==> config.mk <==
export PLATFORM = sky130hd
export DESIGN_NAME = arithmetic_range_encoder_core_flat
export DESIGN_NICKNAME = d
export VERILOG_FILES = /design/src/rtl/core/are_pkg.sv /design/src/rtl/core/are_if.sv /design/src/rtl/core/arithmetic_range_encoder_core.sv /design/src/rtl/core/are_ctrl.sv /design/src/rtl/core/are_dpath.sv /design/src/flat_wrapper.sv
export SDC_FILE = /design/constraint.sdc
export NUM_CORES = 2
export LEC_CHECK = 0
export BUFFER_PORTS_ARGS = -buffer_cell sky130_fd_sc_hd__clkbuf_2
export CAP_MARGIN = 40
export CORE_ASPECT_RATIO = 1.75
export CORE_MARGIN = 2
export CORE_UTILIZATION = 41
export DETAILED_ROUTE_END_ITERATION = 7
export HOLD_SLACK_MARGIN = 0.1
export SLEW_MARGIN = 0
export SYNTH_ARGS = -nofsm -noshare
export SYNTH_HDL_FRONTEND = slang
export SYNTH_HIERARCHICAL = 1
export SYNTH_SLANG_ARGS = --single-unit
==> constraint.sdc <==
create_clock -name i_clk -period 11.1 [get_ports i_clk]
set_clock_uncertainty 0.15 [all_clocks]
set_input_delay 1.665 -clock i_clk [delete_from_list [all_inputs] [get_ports i_clk]]
set_output_delay 1.665 -clock i_clk [all_outputs]
set_load 0.1 [all_outputs]
==> src/rtl/core/are_pkg.sv <==
// Package for the arithmetic range encoder core.
// Holds the code constants, the controller state type and the command and status structs.
// No dependencies.
package are_pkg;

    localparam int unsigned CodeBits   = 32;
    localparam int unsigned MaxPending = 127;
    localparam int unsigned PendBits   = 7;
    localparam int unsigned GuardBits  = 6;
    localparam int unsigned DivSteps   = 2 * CodeBits;
    localparam int unsigned CntBits    = 6;

    localparam logic [PendBits-1:0]  PendMax   = PendBits'(MaxPending);
    localparam logic [GuardBits-1:0] GuardMax  = GuardBits'(CodeBits);
    localparam logic [CntBits-1:0]   DivLast   = CntBits'(DivSteps - 1);
    localparam logic [CodeBits-1:0]  HighReset = '1;

    typedef enum logic [12:0] {
        S_IDLE   = 13'b0000000000001,
        S_RANGE  = 13'b0000000000010,
        S_MUL_LO = 13'b0000000000100,
        S_MUL_HI = 13'b0000000001000,
        S_DIV    = 13'b0000000010000,
        S_NARROW = 13'b0000000100000,
        S_NORM   = 13'b0000001000000,
        S_PEND   = 13'b0000010000000,
        S_RESC   = 13'b0000100000000,
        S_FIN    = 13'b0001000000000,
        S_FPEND  = 13'b0010000000000,
        S_FLUSH  = 13'b0100000000000,
        S_DONE   = 13'b1000000000000
    } t_state;

    typedef struct packed {
        logic load;
        logic range_calc;
        logic mul_lo;
        logic mul_hi;
        logic div_step;
        logic narrow;
        logic norm_step;
        logic pend_step;
        logic resc_step;
        logic guard_clr;
        logic fin_step;
        logic flush;
        logic release_last;
    } t_cmd;

    typedef struct packed {
        logic tot_zero;
        logic div_last;
        logic norm_ok;
        logic resc_ok;
        logic pend_nz;
        logic pend_one;
        logic eom;
        logic can_push;
    } t_status;

endpackage

==> src/rtl/core/are_if.sv <==
// Channel interfaces of the arithmetic range encoder core: symbol requests in, bytes out.
// No dependencies.
interface are_sym_if;
    logic        valid;
    logic        ready;
    logic [31:0] sym_low;
    logic [31:0] sym_high;
    logic [31:0] total;
    logic        end_of_message;

    modport source (output valid, sym_low, sym_high, total, end_of_message, input ready);
    modport sink   (input valid, sym_low, sym_high, total, end_of_message, output ready);
endinterface

interface are_byte_if;
    logic       valid;
    logic       ready;
    logic       byte_valid;
    logic [7:0] out_byte;
    logic       run_last;
    logic       message_end;
    logic       pending_overflow;

    modport source (output valid, byte_valid, out_byte, run_last, message_end, pending_overflow,
                    input ready);
    modport sink   (input valid, byte_valid, out_byte, run_last, message_end, pending_overflow,
                    output ready);
endinterface

==> src/rtl/core/arithmetic_range_encoder_core.sv <==
// Top level of the arithmetic range encoder core: controller plus datapath.
// Depends on are_pkg, are_if, are_ctrl and are_dpath.
//
//  Channel   Dir   Handshake      Carries
//  i_sym     in    valid/ready    sym_low, sym_high, total, end_of_message
//  o_byte    out   valid/ready    byte_valid, out_byte, run_last, message_end, pending_overflow
//
// One request at a time: narrowing (accept, range, two multiplies, 64 divider steps shared
// by both bounds, narrow) when total is non-zero, only accept and range otherwise, then
// the emitted bits and rescale steps one at a time, plus bookkeeping.
// Synchronous active-low reset; no clearing pass is needed.
// A stalled output holds one byte in the output register and one more in reserve; the
// bit packer waits while both are full.
module arithmetic_range_encoder_core (
    input logic i_clk,
    input logic i_rst_n,
    are_sym_if.sink    i_sym,
    are_byte_if.source o_byte
);
    import are_pkg::*;

    t_cmd    w_cmd;
    t_status w_status;

    are_ctrl u_ctrl (
        .i_clk      (i_clk),
        .i_rst_n    (i_rst_n),
        .i_in_valid (i_sym.valid),
        .o_in_ready (i_sym.ready),
        .i_status   (w_status),
        .o_cmd      (w_cmd)
    );

    are_dpath u_dpath (
        .i_clk              (i_clk),
        .i_rst_n            (i_rst_n),
        .i_cmd              (w_cmd),
        .o_status           (w_status),
        .i_sym_low          (i_sym.sym_low),
        .i_sym_high         (i_sym.sym_high),
        .i_total            (i_sym.total),
        .i_eom              (i_sym.end_of_message),
        .i_out_ready        (o_byte.ready),
        .o_out_valid        (o_byte.valid),
        .o_out_byte         (o_byte.out_byte),
        .o_run_last         (o_byte.run_last),
        .o_message_end      (o_byte.message_end),
        .o_pending_overflow (o_byte.pending_overflow)
    );

    assign o_byte.byte_valid = 1'b1;

endmodule

==> src/rtl/core/are_ctrl.sv <==
// Controller of the arithmetic range encoder: sequences narrowing, division,
// normalisation, rescaling and finishing. Depends on are_pkg.
module are_ctrl (
    input  logic            i_clk,
    input  logic            i_rst_n,
    input  logic            i_in_valid,
    output logic            o_in_ready,
    input  are_pkg::t_status i_status,
    output are_pkg::t_cmd   o_cmd
);
    import are_pkg::*;

    t_state r_state;
    t_state n_state;

    assign o_in_ready = (r_state == S_IDLE);

    always_comb begin
        n_state = r_state;
        o_cmd   = '0;
        unique case (r_state)
            S_IDLE: begin
                if (i_in_valid) begin
                    o_cmd.load = 1'b1;
                    n_state    = S_RANGE;
                end
            end
            S_RANGE: begin
                if (i_status.tot_zero) begin
                    n_state = S_NORM;
                end else begin
                    o_cmd.range_calc = 1'b1;
                    n_state          = S_MUL_LO;
                end
            end
            S_MUL_LO: begin
                o_cmd.mul_lo = 1'b1;
                n_state      = S_MUL_HI;
            end
            S_MUL_HI: begin
                o_cmd.mul_hi = 1'b1;
                n_state      = S_DIV;
            end
            S_DIV: begin
                o_cmd.div_step = 1'b1;
                if (i_status.div_last) begin
                    n_state = S_NARROW;
                end
            end
            S_NARROW: begin
                o_cmd.narrow = 1'b1;
                n_state      = S_NORM;
            end
            S_NORM: begin
                if (!i_status.norm_ok) begin
                    o_cmd.guard_clr = 1'b1;
                    n_state         = S_RESC;
                end else if (i_status.can_push) begin
                    o_cmd.norm_step = 1'b1;
                    n_state         = i_status.pend_nz ? S_PEND : S_NORM;
                end
            end
            S_PEND: begin
                if (i_status.can_push) begin
                    o_cmd.pend_step = 1'b1;
                    if (i_status.pend_one) begin
                        n_state = S_NORM;
                    end
                end
            end
            S_RESC: begin
                if (i_status.resc_ok) begin
                    o_cmd.resc_step = 1'b1;
                end else begin
                    n_state = i_status.eom ? S_FIN : S_DONE;
                end
            end
            S_FIN: begin
                if (i_status.can_push) begin
                    o_cmd.fin_step = 1'b1;
                    n_state        = S_FPEND;
                end
            end
            S_FPEND: begin
                if (i_status.can_push) begin
                    o_cmd.pend_step = 1'b1;
                    if (i_status.pend_one) begin
                        n_state = S_FLUSH;
                    end
                end
            end
            S_FLUSH: begin
                if (i_status.can_push) begin
                    o_cmd.flush = 1'b1;
                    n_state     = S_DONE;
                end
            end
            S_DONE: begin
                if (i_status.can_push) begin
                    o_cmd.release_last = 1'b1;
                    n_state            = S_IDLE;
                end
            end
            default: n_state = S_IDLE;
        endcase
    end

    always_ff @(posedge i_clk) begin
        if (!i_rst_n) begin
            r_state <= S_IDLE;
        end else begin
            r_state <= n_state;
        end
    end

endmodule

==> src/rtl/core/are_dpath.sv <==
// Datapath of the arithmetic range encoder: coding bounds, multiplier, two
// restoring dividers, bit packer and byte output stages. Depends on are_pkg.
module are_dpath (
    input  logic             i_clk,
    input  logic             i_rst_n,
    input  are_pkg::t_cmd    i_cmd,
    output are_pkg::t_status o_status,
    input  logic [31:0]      i_sym_low,
    input  logic [31:0]      i_sym_high,
    input  logic [31:0]      i_total,
    input  logic             i_eom,
    input  logic             i_out_ready,
    output logic             o_out_valid,
    output logic [7:0]       o_out_byte,
    output logic             o_run_last,
    output logic             o_message_end,
    output logic             o_pending_overflow
);
    import are_pkg::*;

    // Request payload
    logic [CodeBits-1:0] r_sl, r_su, r_tot;
    logic                r_eom;
    // Coding state
    logic [CodeBits-1:0] r_low, r_high;
    logic [PendBits-1:0] r_pending;
    logic [7:0]          r_partial;
    logic [2:0]          r_pos;
    logic                r_ovf;
    logic                r_bit;
    logic [GuardBits-1:0] r_guard;
    // Range, product and dividers
    logic [CodeBits:0]     r_mag;
    logic                  r_neg;
    logic [2*CodeBits-1:0] r_dvd_a, r_dvd_b;
    logic [CodeBits-1:0]   r_rem_a, r_rem_b, r_q_a, r_q_b;
    logic [CntBits-1:0]    r_cnt;
    // Held byte and output register
    logic       r_hold_v, r_hold_end, r_hold_ovf;
    logic [7:0] r_hold_byte;
    logic       r_out_v, r_out_last, r_out_end, r_out_ovf;
    logic [7:0] r_out_byte;

    logic [CodeBits+1:0]   n_diff;
    logic [CodeBits-1:0]   n_op;
    logic [2*CodeBits-1:0] n_mult, n_prod;
    logic [CodeBits:0]     n_sh_a, n_sh_b;
    logic                  n_ge_a, n_ge_b;
    logic                  n_put, n_val, n_push, n_push_end;
    logic [7:0]            n_byte, n_push_byte;
    logic                  n_can_push, n_out_free;

    always_comb begin
        n_diff = {2'b00, r_high} - {2'b00, r_low} + (CodeBits+2)'(1);
        n_op   = i_cmd.mul_hi ? r_su : r_sl;
        n_mult = (2*CodeBits)'(n_op) * (2*CodeBits)'(r_mag[CodeBits-1:0]);
        n_prod = r_mag[CodeBits] ? {n_op, {CodeBits{1'b0}}} : n_mult;
        // A wrapped interval (high below low) gives a negative range, so the product is negated modulo 2^64.
        if (r_neg) begin
            n_prod = -n_prod;
        end
        n_sh_a = {r_rem_a, r_dvd_a[2*CodeBits-1]};
        n_sh_b = {r_rem_b, r_dvd_b[2*CodeBits-1]};
        n_ge_a = n_sh_a >= {1'b0, r_tot};
        n_ge_b = n_sh_b >= {1'b0, r_tot};
    end

    always_comb begin
        n_put  = i_cmd.norm_step | i_cmd.pend_step | i_cmd.fin_step;
        n_val  = i_cmd.norm_step ? r_low[CodeBits-1] :
                 i_cmd.fin_step  ? r_low[CodeBits-2] : r_bit;
        n_byte = r_partial | (8'(n_val) << r_pos);
        n_push      = (n_put && (r_pos == 3'd7)) || i_cmd.flush;
        n_push_byte = i_cmd.flush ? r_partial : n_byte;
        n_push_end  = i_cmd.flush;
        n_out_free  = !r_out_v || i_out_ready;
        n_can_push  = !r_hold_v || n_out_free;
    end

    assign o_status.tot_zero = (r_tot == '0);
    assign o_status.div_last = (r_cnt == DivLast);
    assign o_status.norm_ok  = (r_low[CodeBits-1] == r_high[CodeBits-1]) && (r_guard <= GuardMax);
    assign o_status.resc_ok  = (r_low[CodeBits-1:CodeBits-2] == 2'b01)
                            && (r_high[CodeBits-1:CodeBits-2] == 2'b10) && (r_guard <= GuardMax);
    assign o_status.pend_nz  = (r_pending != '0);
    assign o_status.pend_one = (r_pending == PendBits'(1));
    assign o_status.eom      = r_eom;
    assign o_status.can_push = n_can_push;

    always_ff @(posedge i_clk) begin
        if (i_cmd.load) begin
            r_sl  <= i_sym_low;
            r_su  <= i_sym_high;
            r_tot <= i_total;
            r_eom <= i_eom;
        end
        if (i_cmd.range_calc) begin
            r_neg <= n_diff[CodeBits+1];
            r_mag <= n_diff[CodeBits+1] ? (CodeBits+1)'(-n_diff) : n_diff[CodeBits:0];
        end
        if (i_cmd.mul_lo) begin
            r_dvd_a <= n_prod;
            r_rem_a <= '0;
            r_cnt   <= '0;
        end
        if (i_cmd.mul_hi) begin
            r_dvd_b <= n_prod;
            r_rem_b <= '0;
        end
        if (i_cmd.div_step) begin
            r_dvd_a <= {r_dvd_a[2*CodeBits-2:0], 1'b0};
            r_dvd_b <= {r_dvd_b[2*CodeBits-2:0], 1'b0};
            r_rem_a <= n_ge_a ? CodeBits'(n_sh_a - {1'b0, r_tot}) : n_sh_a[CodeBits-1:0];
            r_rem_b <= n_ge_b ? CodeBits'(n_sh_b - {1'b0, r_tot}) : n_sh_b[CodeBits-1:0];
            r_q_a   <= {r_q_a[CodeBits-2:0], n_ge_a};
            r_q_b   <= {r_q_b[CodeBits-2:0], n_ge_b};
            r_cnt   <= r_cnt + CntBits'(1);
        end
        // Pending bits all take the opposite of the bit that was emitted before them.
        if (i_cmd.norm_step || i_cmd.fin_step) begin
            r_bit <= ~n_val;
        end
        if (n_push) begin
            r_hold_byte <= n_push_byte;
            r_hold_end  <= n_push_end;
            r_hold_ovf  <= r_ovf;
        end
        if ((n_push || i_cmd.release_last) && r_hold_v) begin
            r_out_byte <= r_hold_byte;
            r_out_end  <= r_hold_end;
            r_out_ovf  <= r_hold_ovf;
            r_out_last <= i_cmd.release_last;
        end
    end

    always_ff @(posedge i_clk) begin
        if (!i_rst_n) begin
            r_low     <= '0;
            r_high    <= HighReset;
            r_pending <= '0;
            r_partial <= '0;
            r_pos     <= '0;
            r_ovf     <= 1'b0;
            r_guard   <= '0;
            r_hold_v  <= 1'b0;
            r_out_v   <= 1'b0;
        end else begin
            if (i_cmd.load || i_cmd.guard_clr) begin
                r_guard <= '0;
            end
            if (i_cmd.narrow) begin
                r_high  <= r_low + r_q_b - CodeBits'(1);
                r_low   <= r_low + r_q_a;
                r_guard <= '0;
            end
            if (i_cmd.norm_step) begin
                r_low   <= {r_low[CodeBits-2:0], 1'b0};
                r_high  <= {r_high[CodeBits-2:0], 1'b1};
                r_guard <= r_guard + GuardBits'(1);
            end
            if (i_cmd.resc_step) begin
                r_low   <= {1'b0, r_low[CodeBits-3:0], 1'b0};
                r_high  <= {1'b1, r_high[CodeBits-3:0], 1'b1};
                r_guard <= r_guard + GuardBits'(1);
            end
            if (i_cmd.resc_step || i_cmd.fin_step) begin
                if (r_pending < PendMax) begin
                    r_pending <= r_pending + PendBits'(1);
                end else begin
                    r_ovf <= 1'b1;
                end
            end
            if (i_cmd.pend_step) begin
                r_pending <= r_pending - PendBits'(1);
            end
            if (n_put) begin
                if (r_pos == 3'd7) begin
                    r_partial <= '0;
                    r_pos     <= '0;
                end else begin
                    r_partial <= n_byte;
                    r_pos     <= r_pos + 3'd1;
                end
            end
            // End of message returns the bounds, pending count, bit packer and overflow flag to their reset values.
            if (i_cmd.flush) begin
                r_low     <= '0;
                r_high    <= HighReset;
                r_pending <= '0;
                r_partial <= '0;
                r_pos     <= '0;
                r_ovf     <= 1'b0;
            end
            if (n_push) begin
                r_hold_v <= 1'b1;
            end else if (i_cmd.release_last) begin
                r_hold_v <= 1'b0;
            end
            if ((n_push || i_cmd.release_last) && r_hold_v) begin
                r_out_v <= 1'b1;
            end else if (i_out_ready) begin
                r_out_v <= 1'b0;
            end
        end
    end

    assign o_out_valid        = r_out_v;
    assign o_out_byte         = r_out_byte;
    assign o_run_last         = r_out_last;
    assign o_message_end      = r_out_end;
    assign o_pending_overflow = r_out_ovf;

`ifndef SYNTHESIS
    a_div_rem_below_total: assert property (@(posedge i_clk) disable iff (!i_rst_n)
        i_cmd.div_step |-> (r_rem_a < r_tot) && (r_rem_b < r_tot))
        else $error("divider remainder not below total");
    a_flush_clears: assert property (@(posedge i_clk) disable iff (!i_rst_n)
        i_cmd.flush |=> (r_pos == '0) && (r_pending == '0) && !r_ovf && r_hold_v)
        else $error("flush left coding state behind");
    a_hold_kept_when_blocked: assert property (@(posedge i_clk) disable iff (!i_rst_n)
        (r_hold_v && r_out_v && !i_out_ready) |=> r_hold_v && $stable(r_hold_byte))
        else $error("held byte lost while output stalled");
    a_pending_bounded: assert property (@(posedge i_clk) disable iff (!i_rst_n)
        i_cmd.resc_step && (r_pending == PendMax) |=> r_ovf && (r_pending == PendMax))
        else $error("pending count passed saturation");
`endif

endmodule

==> src/flat_wrapper.sv <==
// flat-port wrapper written by rule: the top's interface ports become plain ports
module arithmetic_range_encoder_core_flat import are_pkg::*;
  (i_clk, i_rst_n, i_sym_valid, i_sym_sym_low, i_sym_sym_high, i_sym_total, i_sym_end_of_message, i_sym_ready, o_byte_valid, o_byte_byte_valid, o_byte_out_byte, o_byte_run_last, o_byte_message_end, o_byte_pending_overflow, o_byte_ready);
  are_sym_if i_sym_i ();
  are_byte_if o_byte_i ();
  input logic i_clk;
  input logic i_rst_n;
  input wire logic [$bits(i_sym_i.valid)-1:0] i_sym_valid;
  input wire logic [$bits(i_sym_i.sym_low)-1:0] i_sym_sym_low;
  input wire logic [$bits(i_sym_i.sym_high)-1:0] i_sym_sym_high;
  input wire logic [$bits(i_sym_i.total)-1:0] i_sym_total;
  input wire logic [$bits(i_sym_i.end_of_message)-1:0] i_sym_end_of_message;
  output wire logic [$bits(i_sym_i.ready)-1:0] i_sym_ready;
  output wire logic [$bits(o_byte_i.valid)-1:0] o_byte_valid;
  output wire logic [$bits(o_byte_i.byte_valid)-1:0] o_byte_byte_valid;
  output wire logic [$bits(o_byte_i.out_byte)-1:0] o_byte_out_byte;
  output wire logic [$bits(o_byte_i.run_last)-1:0] o_byte_run_last;
  output wire logic [$bits(o_byte_i.message_end)-1:0] o_byte_message_end;
  output wire logic [$bits(o_byte_i.pending_overflow)-1:0] o_byte_pending_overflow;
  input wire logic [$bits(o_byte_i.ready)-1:0] o_byte_ready;
  assign i_sym_i.valid = i_sym_valid;
  assign i_sym_i.sym_low = i_sym_sym_low;
  assign i_sym_i.sym_high = i_sym_sym_high;
  assign i_sym_i.total = i_sym_total;
  assign i_sym_i.end_of_message = i_sym_end_of_message;
  assign i_sym_ready = i_sym_i.ready;
  assign o_byte_valid = o_byte_i.valid;
  assign o_byte_byte_valid = o_byte_i.byte_valid;
  assign o_byte_out_byte = o_byte_i.out_byte;
  assign o_byte_run_last = o_byte_i.run_last;
  assign o_byte_message_end = o_byte_i.message_end;
  assign o_byte_pending_overflow = o_byte_i.pending_overflow;
  assign o_byte_i.ready = o_byte_ready;
  arithmetic_range_encoder_core u_core (.i_clk(i_clk), .i_rst_n(i_rst_n), .i_sym(i_sym_i), .o_byte(o_byte_i));
endmodule
==> impl_metrics.env <==
export IMPL_synth_cell_type_count=112
export IMPL_crit_arrival_ns=11.33
export IMPL_drv_cap=0
export IMPL_synth_top_cell_by_area="fa_1"
export IMPL_core_area_um2=164000
export IMPL_die_y_um=542
export IMPL_holdPathStages=0
export IMPL_numClockSinks=519
export IMPL_rows=197
export IMPL_hold_viol_final=0
export IMPL_io_pin_count=115
export IMPL_grt_overflow_total=0
export IMPL_holdWs_ns=0.261
export IMPL_worst_path_max_fanout=6
export IMPL_status="finished, final reports clean"
export IMPL_synth_edf_count=413
export IMPL_rrSetupSlack_ns=0.04
export IMPL_totalWireLength_um=207000
export IMPL_avgSynthCellArea_um2=9.26
export IMPL_cts_buffers=58
export IMPL_yosys_area_share_simple=0.177
export IMPL_synth_compound_area_frac=0.118
export IMPL_antenna_found_initial=2
export IMPL_synth_xor_area_frac=0.0352
export IMPL_yosys_area_top_type_share=0.266
export IMPL_grt_start_max_net_pins=71
export IMPL_dieArea_um2=169000
export IMPL_drc_errors=0
export IMPL_synth_common_cells="1093 x inv_1, 901 x fa_1, 826 x nand2_1, 622 x and2_1, 462 x ha_1"
export IMPL_grt_pass1_vias=57130
export IMPL_fillers=15701
export IMPL_cp_end_kind="flip-flop"
export IMPL_crit_path_frequent_cell="fa_1"
export IMPL_wl_per_cell_um=21.2
export IMPL_syn_nets=8782
export IMPL_synth_seq_cells=519
export IMPL_fmax_mhz=90.4
export IMPL_yosysMostFrequentCell="inv_1"
export IMPL_worstReg2RegStart="u_core/u_ctrl/r_state[4]$_SDFFE_PN0P_"
export IMPL_final_cells=9757
export IMPL_setup_tns_final_ns=0
export IMPL_hold_buffers=0
export IMPL_hpwl_um=167000
export IMPL_r2r_end="u_core/u_dpath/r_dvd_b[63]$_DFFE_PP_"
export IMPL_ys_warn_count=6
export IMPL_drv_slew=0
export IMPL_cts_buffer_depth=3
export IMPL_synth_top_cells_by_area="fa_1 27%, edfxtp_1 18%, ha_1 8.5%, inv_1 6.1%, and2_1 5.7%"
export IMPL_cp_start_kind="flip-flop"
export IMPL_cp_slowest_cell="or4_4"
export IMPL_grt_pass1_wl_um=320000
export IMPL_h_tree_depth=2
export IMPL_drt_first_iter_violations=3124
export IMPL_grt_usage=0.243
export IMPL_postSynthCellCount=7318
export IMPL_ys_seq_area_frac=0.214
export IMPL_hold_end="u_core/u_dpath/o_out_byte[4]$_DFFE_PP_"
export IMPL_synth_area_mux_share=0.0203
export IMPL_worstPathRequired_ns=11.37
export IMPL_yosys_area_share_adder=0.352
export IMPL_hold_start="u_core/u_dpath/r_hold_byte[4]$_DFFE_PP_"
export IMPL_reg2regPathDepth=34
export IMPL_cpPeakStageDelay_ns=0.63
export IMPL_synth_top_family_by_area="adder cells"
export IMPL_layout_drive_gt1_share=0.112
export IMPL_root_buffer="clkbuf_16"
export IMPL_gp_congestion=0.997
export IMPL_setup_viol=0
export IMPL_drt_pass1_iter_count=6
export IMPL_reg_top3="u_core/u_dpath/r_dvd_a (64), u_core/u_dpath/r_dvd_b (64), u_core/u_dpath/r_mag (33)"
export IMPL_via_per_inst=5.49
export IMPL_synthToLayoutAreaGrowth_pct=12.5
export IMPL_start_util=0.412
export IMPL_cts_clk_slew_worst_paths_ns=0.07
export IMPL_clock_latency_ns=0.70
export IMPL_worstSetupPathType="reg2reg"
export IMPL_fp_dieW_um=311
export IMPL_period_share=0.996
export IMPL_synth_main_ff_cell="edfxtp_1"
export IMPL_worstMarginPinSlew_ns=0.958
export IMPL_port_buffers=113
export IMPL_ant_nets=0
export IMPL_rsz0062_at_grt="yes"
export IMPL_multiInputGateArea_um2=48400
export IMPL_slew_headroom=0.356
export IMPL_cts_tree="done"
export IMPL_period_needed_ns=11.06
export IMPL_fin_nets=8980
export IMPL_vias=53536
export IMPL_synthesis_area_um2=67700
export IMPL_seq_area_um2=14500
export IMPL_holdCritPathClass="reg2reg"
export IMPL_synthArstFlopShare=0
export IMPL_placed_cells=9583
## repair_timing
item | in CTS | in global routing
cloned | 0 | 5
setup buffers | 0 | 57
pin swaps | 2 | 59
endpoints found under the hold margin | 0 | 0
gates resized for setup | 20 | 166
endpoints found under the setup margin | 34 | 63
## cells by family after synthesis
logic type / after synthesis
mux: 133
buf+inv: 1478
other cells: 1
flops: 519
fa+ha+maj: 1363
simple gates: 2354
compound gates: 1198
xor+xnor: 272
## how the worst max path moves through the flow
stage	cells after the start	slack, ns	end	from
floorplan	39	0.003	u_core/u_dpath/r_dvd_b[63]$_DFFE_PP_	u_core/u_ctrl/r_state[10]$_SDFFE_PN0P_
global placement	34	-0.50	u_core/u_dpath/r_dvd_a[63]$_DFFE_PP_	u_core/u_ctrl/r_state[4]$_SDFFE_PN0P_
detailed placement	34	-0.19	u_core/u_dpath/r_dvd_b[63]$_DFFE_PP_	u_core/u_ctrl/r_state[4]$_SDFFE_PN0P_
CTS	35	0.01	u_core/u_dpath/r_dvd_a[43]$_DFFE_PP_	u_core/u_ctrl/r_state[4]$_SDFFE_PN0P_
global route	35	-0.22	u_core/u_dpath/r_dvd_b[63]$_DFFE_PP_	u_core/u_ctrl/r_state[4]$_SDFFE_PN0P_
finish	34	0.04	u_core/u_dpath/r_dvd_b[63]$_DFFE_PP_	u_core/u_ctrl/r_state[4]$_SDFFE_PN0P_
## per-layer routing
metal,vias up,track usage,wire length [um]
met3,554,0.0250,8360
met5,-,0,0
met1,27109,0.250,71300
met4,0,0.141,14200
met2,1425,0.472,113000
li1,24448,-,-
## placed cells by master (no fill, tap or decap), types with 114 or more instances in the layout
master,instances
inv_1,1091
fa_1,897
nand2_1,824
and2_1,618
ha_1,448
edfxtp_1,413
buf_4,344
nor2_1,277
a21oi_1,270
o21ai_0,246
xnor2_1,164
clkbuf_2,114
## worst max-delay path: cells and delay by family (launching register included)
kind	cells	cell delay (ns)
AO/OA/AOI/OAI	6	1.13
XOR/XNOR	1	0.19
AND/OR/NAND/NOR	10	3.38
multiplexers	1	0.33
adder cells (fa/ha/maj)	9	4.40
buffers and inverters	7	0.85
flip-flops	1	0.32
## final cells by class
type	count	area share
Antenna cell	2	0.0000657
Clock buffer	66	0.0196
Multi-Input combinational cell	5323	0.636
Timing Repair Buffer	519	0.0582
Clock inverter	44	0.00565
Tap cell	2189	0.0359
Inverter	1095	0.0540
Sequential cell	519	0.191
## through the flow
stage | cell area, um^2 | utilization | worst slack (ns)
CTS | 74700 | 0.455 | 0.0119
detailed placement | 72700 | 0.442 | -0.190
finish | 76200 | 0.463 | 0.0415
floorplan | 67700 | - | 0.00348
global placement | 72100 | 0.438 | -0.499
global route | 76200 | 0.463 | -0.219
Power is not shown: default switching activity piles up to over one toggle a cycle in this logic, so the estimate is an artifact.
